===== config.mk =====
export PLATFORM = sky130hd
export DESIGN_NAME = lru_buffer_pool_pin_dirty
export DESIGN_NICKNAME = d
export VERILOG_FILES = /design/src/rtl/core/lbppd_pkg.sv /design/src/rtl/core/lbppd_ctrl.sv /design/src/rtl/core/lbppd_dp.sv /design/src/rtl/core/lru_buffer_pool_pin_dirty.sv
export SDC_FILE = /design/constraint.sdc
export NUM_CORES = 2
export LEC_CHECK = 0
export ABC_AREA = 0
export BUFFER_PORTS_ARGS = -buffer_cell sky130_fd_sc_hd__buf_2
export CORE_MARGIN = 3
export CORE_UTILIZATION = 39
export DETAILED_ROUTE_END_ITERATION = 8
export MAX_ROUTING_LAYER = met4
export PLACE_DENSITY = 0.67
export SKIP_LAST_GASP = 1
export SLEW_MARGIN = 20
export SYNTH_ARGS = -nofsm -noshare
export SYNTH_HDL_FRONTEND = slang
export SYNTH_SLANG_ARGS = --single-unit
export TNS_END_PERCENT = 10

===== constraint.sdc =====
create_clock -name i_clk -period 7.4 [get_ports i_clk]
set_input_delay 0.37 -clock i_clk [delete_from_list [all_inputs] [get_ports i_clk]]
set_output_delay 0.37 -clock i_clk [all_outputs]
set_load 0.005 [all_outputs]

===== src/rtl/core/lbppd_pkg.sv =====
// ----------------------------------------------------------------------------
// lbppd_pkg
// shared constants, codes and controller/datapath interface types
// ----------------------------------------------------------------------------
`default_nettype none

package lbppd_pkg;

    localparam int NUM_SLOTS = 16;
    localparam int IDX_W     = $clog2(NUM_SLOTS);
    localparam int SLOT_W    = 4;
    localparam int CMD_W     = 3;
    localparam int FILE_W    = 8;
    localparam int BLOCK_W   = 32;
    localparam int STATUS_W  = 3;

    typedef enum logic [CMD_W-1:0] {
        CMD_GET   = 3'd0,
        CMD_PIN   = 3'd1,
        CMD_UNPIN = 3'd2,
        CMD_DIRTY = 3'd3,
        CMD_DROP  = 3'd4
    } t_cmd;

    typedef enum logic [STATUS_W-1:0] {
        ST_HIT       = 3'd0,
        ST_LOAD      = 3'd1,
        ST_APPEND    = 3'd2,
        ST_INVALID   = 3'd3,
        ST_ALLOCATED = 3'd4,
        ST_NOT_RES   = 3'd5,
        ST_NO_VICTIM = 3'd6
    } t_status;

    typedef enum logic [3:0] {
        OP_NONE,
        OP_LOAD,
        OP_TOUCH,
        OP_FILL,
        OP_PIN,
        OP_UNPIN,
        OP_DIRTY,
        OP_SCAN_CLR,
        OP_SCAN,
        OP_EVICT,
        OP_DROP
    } t_op;

    typedef struct packed {
        t_op     op;
        logic    emit;
        t_status status;
        logic    slot_en;
    } t_dp_cmd;

    typedef struct packed {
        logic [CMD_W-1:0] cmd;
        logic             new_block;
        logic             hit;
        logic             free_ok;
        logic             bid_lt;
        logic             bid_eq;
        logic             drop_hit;
        logic             scan_done;
        logic             victim_ok;
    } t_dp_stat;

endpackage

`default_nettype wire


===== src/rtl/core/lbppd_ctrl.sv =====
// ----------------------------------------------------------------------------
// lbppd_ctrl
// sequencing state machine: lookup, victim scan, eviction and file drop
// ----------------------------------------------------------------------------
`default_nettype none

module lbppd_ctrl
    import lbppd_pkg::*;
(
    input  wire logic     i_clk,
    input  wire logic     i_rst_n,
    input  wire logic     i_start,
    input  wire t_dp_stat i_stat,
    output logic          o_busy,
    output t_dp_cmd       o_cmd
);

    typedef enum logic [2:0] {
        S_IDLE,
        S_LOOKUP,
        S_SCAN,
        S_EVICT,
        S_DROP
    } t_state;

    t_state  r_state, n_state;
    logic    r_busy, n_busy;
    t_dp_cmd c;
    logic    bad_get;
    t_status miss_st;

    assign bad_get = (!i_stat.bid_lt && !i_stat.bid_eq) || (i_stat.bid_eq && !i_stat.new_block);
    assign miss_st = i_stat.bid_eq ? ST_APPEND : ST_LOAD;

    always_comb begin
        n_state   = r_state;
        n_busy    = r_busy;
        c.op      = OP_NONE;
        c.emit    = 1'b0;
        c.status  = ST_HIT;
        c.slot_en = 1'b0;
        unique case (r_state)
            S_IDLE: begin
                if (i_start && !r_busy) begin
                    c.op    = OP_LOAD;
                    n_state = S_LOOKUP;
                    n_busy  = 1'b1;
                end
            end
            S_LOOKUP: begin
                unique case (i_stat.cmd) inside
                    CMD_GET: begin
                        if (i_stat.hit) begin
                            c.op      = OP_TOUCH;
                            c.emit    = 1'b1;
                            c.slot_en = 1'b1;
                        end else if (bad_get) begin
                            c.emit   = 1'b1;
                            c.status = ST_INVALID;
                        end else if (i_stat.bid_lt && i_stat.new_block) begin
                            c.emit   = 1'b1;
                            c.status = ST_ALLOCATED;
                        end else if (i_stat.free_ok) begin
                            c.op      = OP_FILL;
                            c.emit    = 1'b1;
                            c.status  = miss_st;
                            c.slot_en = 1'b1;
                        end else begin
                            c.op    = OP_SCAN_CLR;
                            n_state = S_SCAN;
                        end
                    end
                    CMD_PIN, CMD_UNPIN, CMD_DIRTY: begin
                        c.emit = 1'b1;
                        if (!i_stat.bid_lt) begin
                            c.status = ST_INVALID;
                        end else if (!i_stat.hit) begin
                            c.status = ST_NOT_RES;
                        end else begin
                            c.slot_en = 1'b1;
                            if (i_stat.cmd == CMD_PIN) begin
                                c.op = OP_PIN;
                            end else if (i_stat.cmd == CMD_UNPIN) begin
                                c.op = OP_UNPIN;
                            end else begin
                                c.op = OP_DIRTY;
                            end
                        end
                    end
                    CMD_DROP: begin
                        n_state = S_DROP;
                    end
                    default: begin
                        c.emit = 1'b1;
                    end
                endcase
            end
            S_SCAN: begin
                c.op = OP_SCAN;
                if (i_stat.scan_done) begin
                    n_state = S_EVICT;
                end
            end
            S_EVICT: begin
                c.emit = 1'b1;
                if (i_stat.victim_ok) begin
                    c.op      = OP_EVICT;
                    c.status  = miss_st;
                    c.slot_en = 1'b1;
                end else begin
                    c.status = ST_NO_VICTIM;
                end
            end
            S_DROP: begin
                if (i_stat.drop_hit) begin
                    c.op = OP_DROP;
                end else begin
                    c.emit = 1'b1;
                end
            end
            default: begin
                n_state = S_IDLE;
                n_busy  = 1'b0;
            end
        endcase
        if (c.emit) begin
            n_state = S_IDLE;
            n_busy  = 1'b0;
        end
    end

    always_ff @(posedge i_clk) begin
        if (!i_rst_n) begin
            r_state <= S_IDLE;
            r_busy  <= 1'b0;
        end else begin
            r_state <= n_state;
            r_busy  <= n_busy;
        end
    end

    assign o_busy = r_busy;
    assign o_cmd  = c;

endmodule

`default_nettype wire


===== src/rtl/core/lbppd_dp.sv =====
// ----------------------------------------------------------------------------
// lbppd_dp
// slot table with parallel tag match, recency ranks, victim scan and result
// ----------------------------------------------------------------------------
`default_nettype none

module lbppd_dp
    import lbppd_pkg::*;
(
    input  wire logic               i_clk,
    input  wire logic               i_rst_n,
    input  wire logic [CMD_W-1:0]   i_cmd,
    input  wire logic [FILE_W-1:0]  i_file_id,
    input  wire logic [BLOCK_W-1:0] i_block_id,
    input  wire logic               i_new_block,
    input  wire logic [BLOCK_W-1:0] i_file_blocks,
    input  wire t_dp_cmd            i_ctl,
    output t_dp_stat                o_stat,
    output logic                    o_valid,
    output logic [STATUS_W-1:0]     o_status,
    output logic [SLOT_W-1:0]       o_slot,
    output logic                    o_writeback,
    output logic [FILE_W-1:0]       o_evict_file,
    output logic [BLOCK_W-1:0]      o_evict_block
);

    logic [NUM_SLOTS-1:0] r_valid, r_pin, r_dirty;
    logic [IDX_W-1:0]     r_rank  [NUM_SLOTS];
    logic [FILE_W-1:0]    r_file  [NUM_SLOTS];
    logic [BLOCK_W-1:0]   r_block [NUM_SLOTS];

    logic [CMD_W-1:0]     r_cmd;
    logic [FILE_W-1:0]    r_fid;
    logic [BLOCK_W-1:0]   r_bid;
    logic                 r_nb;
    logic [BLOCK_W-1:0]   r_fblk;

    logic [IDX_W-1:0]     r_scan_idx;
    logic                 r_vic_ok;
    logic [IDX_W-1:0]     r_vic_idx;
    logic [IDX_W-1:0]     r_vic_rank;

    logic                 r_out_valid;
    logic [STATUS_W-1:0]  r_out_status;
    logic [SLOT_W-1:0]    r_out_slot;
    logic                 r_out_wb;
    logic [FILE_W-1:0]    r_out_file;
    logic [BLOCK_W-1:0]   r_out_block;

    logic [NUM_SLOTS-1:0] match, drop_match;
    logic [IDX_W-1:0]     hit_idx, free_idx, drop_idx, sel_idx;
    logic                 free_any;
    logic [IDX_W-1:0]     sel_rank;
    logic                 sel_pin, sel_dirty;
    logic [FILE_W-1:0]    sel_file;
    logic [BLOCK_W-1:0]   sel_block;

    always_comb begin
        hit_idx  = '0;
        free_idx = '0;
        drop_idx = '0;
        free_any = 1'b0;
        for (int i = NUM_SLOTS - 1; i >= 0; i--) begin
            drop_match[i] = r_valid[i] && (r_file[i] == r_fid);
            match[i]      = drop_match[i] && (r_block[i] == r_bid);
            if (match[i]) begin
                hit_idx = IDX_W'(i);
            end
            if (drop_match[i]) begin
                drop_idx = IDX_W'(i);
            end
            if (!r_valid[i]) begin
                free_idx = IDX_W'(i);
                free_any = 1'b1;
            end
        end
    end

    always_comb begin
        unique case (i_ctl.op)
            OP_FILL:  sel_idx = free_idx;
            OP_SCAN:  sel_idx = r_scan_idx;
            OP_EVICT: sel_idx = r_vic_idx;
            OP_DROP:  sel_idx = drop_idx;
            default:  sel_idx = hit_idx;
        endcase
    end

    assign sel_rank  = r_rank[sel_idx];
    assign sel_pin   = r_pin[sel_idx];
    assign sel_dirty = r_dirty[sel_idx];
    assign sel_file  = r_file[sel_idx];
    assign sel_block = r_block[sel_idx];

    assign o_stat.cmd       = r_cmd;
    assign o_stat.new_block = r_nb;
    assign o_stat.hit       = |match;
    assign o_stat.free_ok   = free_any;
    assign o_stat.bid_lt    = r_bid < r_fblk;
    assign o_stat.bid_eq    = r_bid == r_fblk;
    assign o_stat.drop_hit  = |drop_match;
    assign o_stat.scan_done = r_scan_idx == IDX_W'(NUM_SLOTS - 1);
    assign o_stat.victim_ok = r_vic_ok;

    // table state and ranks
    always_ff @(posedge i_clk) begin
        if (!i_rst_n) begin
            r_valid     <= '0;
            r_pin       <= '0;
            r_dirty     <= '0;
            r_rank      <= '{default: '0};
            r_scan_idx  <= '0;
            r_vic_ok    <= 1'b0;
            r_out_valid <= 1'b0;
        end else begin
            r_out_valid <= i_ctl.emit;
            case (i_ctl.op)
                OP_TOUCH, OP_EVICT: begin
                    for (int i = 0; i < NUM_SLOTS; i++) begin
                        if (r_valid[i] && (IDX_W'(i) != sel_idx) && (r_rank[i] < sel_rank)) begin
                            r_rank[i] <= r_rank[i] + 1'b1;
                        end
                    end
                    r_rank[sel_idx] <= '0;
                    if (i_ctl.op == OP_EVICT) begin
                        r_pin[sel_idx]   <= 1'b0;
                        r_dirty[sel_idx] <= 1'b0;
                    end
                end
                OP_FILL: begin
                    for (int i = 0; i < NUM_SLOTS; i++) begin
                        if (r_valid[i]) begin
                            r_rank[i] <= r_rank[i] + 1'b1;
                        end
                    end
                    r_rank[sel_idx]  <= '0;
                    r_valid[sel_idx] <= 1'b1;
                    r_pin[sel_idx]   <= 1'b0;
                    r_dirty[sel_idx] <= 1'b0;
                end
                OP_PIN: begin
                    r_pin[sel_idx] <= 1'b1;
                end
                OP_UNPIN: begin
                    r_pin[sel_idx] <= 1'b0;
                end
                OP_DIRTY: begin
                    r_dirty[sel_idx] <= 1'b1;
                end
                OP_SCAN_CLR: begin
                    r_scan_idx <= '0;
                    r_vic_ok   <= 1'b0;
                end
                OP_SCAN: begin
                    r_scan_idx <= r_scan_idx + 1'b1;
                    if (!sel_pin && (!r_vic_ok || (sel_rank > r_vic_rank))) begin
                        r_vic_ok   <= 1'b1;
                        r_vic_idx  <= sel_idx;
                        r_vic_rank <= sel_rank;
                    end
                end
                OP_DROP: begin
                    for (int i = 0; i < NUM_SLOTS; i++) begin
                        if (r_valid[i] && (IDX_W'(i) != sel_idx) && (r_rank[i] > sel_rank)) begin
                            r_rank[i] <= r_rank[i] - 1'b1;
                        end
                    end
                    r_valid[sel_idx] <= 1'b0;
                    r_pin[sel_idx]   <= 1'b0;
                    r_dirty[sel_idx] <= 1'b0;
                end
                default: begin
                end
            endcase
        end
    end

    // tags, latched request and result word
    always_ff @(posedge i_clk) begin
        if (i_ctl.op == OP_LOAD) begin
            r_cmd  <= i_cmd;
            r_fid  <= i_file_id;
            r_bid  <= i_block_id;
            r_nb   <= i_new_block;
            r_fblk <= i_file_blocks;
        end
        if ((i_ctl.op == OP_FILL) || (i_ctl.op == OP_EVICT)) begin
            r_file[sel_idx]  <= r_fid;
            r_block[sel_idx] <= r_bid;
        end
        if (i_ctl.emit) begin
            r_out_status <= i_ctl.status;
            r_out_slot   <= i_ctl.slot_en ? SLOT_W'(sel_idx) : '0;
            if ((i_ctl.op == OP_EVICT) && sel_dirty) begin
                r_out_wb    <= 1'b1;
                r_out_file  <= sel_file;
                r_out_block <= sel_block;
            end else begin
                r_out_wb    <= 1'b0;
                r_out_file  <= '0;
                r_out_block <= '0;
            end
        end
    end

    assign o_valid       = r_out_valid;
    assign o_status      = r_out_status;
    assign o_slot        = r_out_slot;
    assign o_writeback   = r_out_wb;
    assign o_evict_file  = r_out_file;
    assign o_evict_block = r_out_block;

endmodule

`default_nettype wire


===== src/rtl/core/lru_buffer_pool_pin_dirty.sv =====
// ----------------------------------------------------------------------------
// lru_buffer_pool_pin_dirty
// buffer pool tag and replacement engine with lru order, pin and dirty marks
// ----------------------------------------------------------------------------
// a request word (command, file, block, append flag, file length) is taken
// at a rising edge with start high and busy low. busy rises at that edge and
// falls at the edge that registers the result; the result word is on the
// o_ ports for one cycle with o_valid high, and must be taken then.
// latency from the accepting edge to the result cycle:
//   hit, pin/unpin/dirty, invalid block, already allocated, not resident,
//   unused-slot fill, unknown command : 2 cycles
//   miss with eviction or no victim : 3 + NUM_SLOTS cycles (one slot compared
//     per cycle in the victim scan, then one cycle for eviction and recency)
//   drop file : 3 + k cycles, k = slots held by the file (one lookup cycle,
//     then one removal and rank compaction per cycle, then the result)
// a new request may be taken at the edge that ends the result cycle, so a
// 2-cycle item repeats every 2 cycles. tag compare runs across all slots in
// one cycle.
// reset (synchronous, active low) empties every slot and clears pins, dirty
// marks and ranks; the block is ready the cycle after reset is released.
// the receiver cannot stall: each result word is shown once only.
// ----------------------------------------------------------------------------
`default_nettype none

module lru_buffer_pool_pin_dirty
    import lbppd_pkg::*;
(
    input  wire logic               i_clk,
    input  wire logic               i_rst_n,
    input  wire logic               start,
    input  wire logic [CMD_W-1:0]   i_cmd,
    input  wire logic [FILE_W-1:0]  i_file_id,
    input  wire logic [BLOCK_W-1:0] i_block_id,
    input  wire logic               i_new_block,
    input  wire logic [BLOCK_W-1:0] i_file_blocks,
    output logic                    busy,
    output logic                    o_valid,
    output logic [STATUS_W-1:0]     o_status,
    output logic [SLOT_W-1:0]       o_slot,
    output logic                    o_writeback,
    output logic [FILE_W-1:0]       o_evict_file,
    output logic [BLOCK_W-1:0]      o_evict_block
);

    t_dp_cmd  ctl;
    t_dp_stat stat;

    lbppd_ctrl u_ctrl (
        .i_clk   (i_clk),
        .i_rst_n (i_rst_n),
        .i_start (start),
        .i_stat  (stat),
        .o_busy  (busy),
        .o_cmd   (ctl)
    );

    lbppd_dp u_dp (
        .i_clk         (i_clk),
        .i_rst_n       (i_rst_n),
        .i_cmd         (i_cmd),
        .i_file_id     (i_file_id),
        .i_block_id    (i_block_id),
        .i_new_block   (i_new_block),
        .i_file_blocks (i_file_blocks),
        .i_ctl         (ctl),
        .o_stat        (stat),
        .o_valid       (o_valid),
        .o_status      (o_status),
        .o_slot        (o_slot),
        .o_writeback   (o_writeback),
        .o_evict_file  (o_evict_file),
        .o_evict_block (o_evict_block)
    );

endmodule

`default_nettype wire


==> run_results.csv <==
group,metric,value,unit
route,drt-pass1-iter-count,6,
timing,hold_violations,0,
finish,final_common_cell,"edfxtp_1",
setup_path,worstPathArrival,7.81,ns
timing,max-slew-margin-rel,22.91,%
route,viasPerCell,5.980,
setup_path,r2r_slack,0.24,ns
worst_hold_path,hp-class,"in -> reg",
clock_network,root_buffer,"clkbuf_16",
yosys,yosys_warnings,0,
floorplanning,start_util,39.32,%
clock_network,cts_tree,"built",
route,dr_total_vias,38385,
global_routing,grt_antenna_before_repair,6,
timing,max_freq,139.6,MHz
finish,fill_cells,11405,
placed_design,dpl.hpwl,120800,um
floorplanning,die_area,131300,um^2
timing,finalCritPeriodShare,96.77,%
placed_design,globalplace.congestion,0.9709,
floorplanning,dieHeight,362.3,um
timing,tightest_slew,1.156,ns
pwr,total_power,12130,uW
route,initialDrtViolationCount,4855,
timing,setup_viol,0,
global_routing,grt_pass1_wl,251900,um
route,ant_nets,0,
finish,area_delta_synth_final,18.31,%
floorplanning,core,125900,um^2
setup_path,rr_endpoint,"u_dp.r_rank[3]$_SDFFE_PN0P_",
pwr,peakVddDrop,0.2523,mV
yosys,syn_nets,4487,
timing,slew_viol_final,0,
clock_network,cts.sink_count,894,
yosys,ys.flop_type,"edfxtp_1",
setup_path,ff2ff_path_depth,27,
setup_path,crit_start,"u_dp.r_bid[27]$_DFFE_PN_",
yosys,ys_ff_latch,894,
yosys,syn-cell-area,49510,um^2
yosys,synth_edf_count,772,
setup_path,crit_end,"u_dp.r_rank[3]$_SDFFE_PN0P_",
global_routing,grt_pass1_vias,36895,
route,remaining_drc_errors,0,
finish,fin_area,58570,um^2
setup_path,required,8.05,ns
timing,fin_worst_skew,0.05808,ns
finish,nNetsFinal,4892,
yosys,synthCells,4275,
placed_design,numPortBuffers,128,
yosys,synth.distinct_cells,98,
status,status,"finished, final reports clean",
yosys,avgSynthCellArea,11.58,um^2
global_routing,gr-total-overflow,0,
pwr,p_per_area,207.1,nW/um^2
setup_path,crit_fanout,11,
floorplanning,io_pins,129,
clock_network,cts_buffer_depth,3,
yosys,async_flop_share,0,%
route,avgRoutedWirePerCell,27.12,um
finish,drive_gt1_share,18.51,%
setup_path,critPathKind,"reg -> reg",
yosys,synth.yosys.seq_area_share,51.76,%
floorplanning,row_count,130,
route,wirelength,174100,um
clock_network,clock_latency,0.76,ns
finish,layout_common_cells,"edfxtp_1 (772), xnor2_1 (457), buf_4 (341)",
setup_path,critPathLaunchType,"register",
job,cap_violations,0,
setup_path,regToRegStartpoint,"u_dp.r_bid[27]$_DFFE_PN_",
global_routing,grt.total_usage,26.57,%
clock_network,cts_buffers,100,
placed_design,placed_area,54020,um^2
global_routing,grt_max_degree,167,
setup_path,end_kind,"register",
floorplanning,die_w,362.3,um
pwr,leakage,0.02125,uW
clock_network,htreeDepth,3,
clock_network,path_clk_slew,0.06,ns
timing,fin_crit,7.161,ns
## timing repair
action / in CTS / in global routing
hold buffers: 76 / 0
endpoints found under the hold margin: 76 / 0
buffers inserted: 7 / 20
endpoints found under the setup margin: 98 / 64
pin swaps: 0 / 5
gates resized for setup: 5 / 24
## logic make-up after synthesis
group	Yosys count	share of synthesized area, %
xor+xnor	654	11.57
simple gates	1019	10.77
fa+ha+maj	133	3.361
mux	349	7.334
compound gates	841	11.30
buf+inv	385	3.907
flops	894	51.76
## synth_stat cells (all sizes together), types with 6 or more instances
| library cell | count | area share [%] |
|---|---|---|
| a2111oi | 14 | 0.27 |
| a211oi | 33 | 0.50 |
| a21boi | 6 | 0.091 |
| a21o | 15 | 0.23 |
| a21oi | 213 | 2.2 |
| a221oi | 26 | 0.46 |
| a22oi | 68 | 1.0 |
| a311oi | 8 | 0.15 |
| a31oi | 32 | 0.42 |
| a41o | 8 | 0.16 |
| a41oi | 10 | 0.21 |
| and2 | 10 | 0.13 |
| and3 | 23 | 0.29 |
| and4 | 11 | 0.20 |
| buf | 159 | 2.2 |
| clkbuf | 130 | 0.99 |
| dfxtp | 122 | 4.9 |
| edfxtp | 772 | 47 |
| ha | 133 | 3.4 |
| inv | 96 | 0.73 |
| mux2 | 110 | 2.5 |
| mux2i | 239 | 4.8 |
| nand2 | 238 | 1.8 |
| nand2b | 35 | 0.44 |
| nand3 | 102 | 1.1 |
| nand3b | 7 | 0.11 |
| nand4 | 161 | 2.0 |
| nand4b | 7 | 0.12 |
| nor2 | 150 | 1.1 |
| nor2b | 59 | 0.75 |
| nor3 | 68 | 0.70 |
| nor4 | 83 | 1.0 |
| o211ai | 25 | 0.38 |
| o21a | 10 | 0.15 |
| o21ai | 226 | 2.3 |
| o221a | 37 | 0.84 |
| o22ai | 18 | 0.23 |
| o311a | 8 | 0.16 |
| o31ai | 10 | 0.15 |
| or2 | 20 | 0.25 |
| or3 | 23 | 0.29 |
| or4 | 6 | 0.091 |
| xnor2 | 457 | 8.1 |
| xor2 | 197 | 3.5 |
## registers in the layout, summed over array words and instances, names as in the netlist, 8 cells and up, named ones only
| signal | count |
|---|---|
| u_dp.r_fid | 8 |
| u_dp.r_bid | 32 |
| u_dp.r_rank | 64 |
| u_dp.r_block | 512 |
| u_dp.o_evict_file | 8 |
| u_dp.o_evict_block | 32 |
| u_dp.r_file | 128 |
| u_dp.r_fblk | 32 |
## worst min path at each step
stage	start	end	slack, ns	cells after the start
after floorplan	register	register	0.45	2
after global placement	register	register	0.46	2
after detailed placement	register	register	0.46	2
after CTS	start	u_ctrl.r_state[0]$_SDFFE_PP0P_	0.12	4
after global routing	start	u_ctrl.r_state[0]$_SDFFE_PP0P_	0.23	4
final	start	u_ctrl.r_state[0]$_SDFFE_PP0P_	0.18	4
## layer usage
layer	wire [um]	GRT usage [%]	vias to the layer above	part of all wire, %
met4	8242	11.07	0	4.7
li1	-	-	16873	-
met2	81450	41.83	2031	47
met3	15640	4.913	366	9.0
met1	68740	33.79	19115	39
met5	0	-	-	0
## power by group
| group | switching [uW] | internal (uW) | leakage [uW] |
|---|---|---|---|
| clock network | 2220 | 2900 | 0.00161 |
| logic | 811 | 505 | 0.0116 |
| registers | 63.6 | 5630 | 0.00800 |
| total | 3090 | 9040 | 0.0213 |
## worst max-delay path: stages, from the launching register on
cell and delay [ns]:
edfxtp_1 0.50, buf_4 0.21, xor2_2 0.31, nor4_1 0.12, nand4_1 0.20, nor2_1 0.13, a2111o_1 0.53, or4b_1 0.62
buf_4 0.18, or3_1 0.33, o211a_2 0.15, buf_4 0.16, o311a_4 0.47, inv_6 0.14, a211oi_1 0.06, a211oi_1 0.25
a21oi_1 0.12, a221o_2 0.49, ha_1 0.33, nor2b_1 0.14, o21ai_0 0.17, nand2b_1 0.08, a21oi_1 0.20, o21ai_1 0.10
a41o_1 0.24, or3_1 0.37, o32a_1 0.29, o22ai_1 0.15
## through the flow
step                TNS [ns]  hold WS [ns]  util [%]  std cells  setup slack, ns
finish                     0        0.1792     46.52       6419           0.2390
CTS                        0        0.1246     46.26       6394         0.002392
global placement      -24.83        0.4564     42.91       6125          -0.5328
global route        -0.07168        0.2348     46.52       6419         -0.02099
detailed placement    -28.36        0.4636     42.91       6125          -0.6218
floorplan                  0        0.4489         -       4275           0.3672
## cell type report
class	instances	area [um^2]	share of cell area [%]
Tap cell	1650	2064	3.525
Inverter	96	365.4	0.6238
Timing Repair Buffer	592	4841	8.265
Clock inverter	63	696.9	1.190
Clock buffer	123	2639	4.505
Antenna cell	5	12.51	0.02136
Sequential cell	894	25620	43.75
Multi-Input combinational cell	2996	22330	38.12
(Power assumes the default switching activity.)
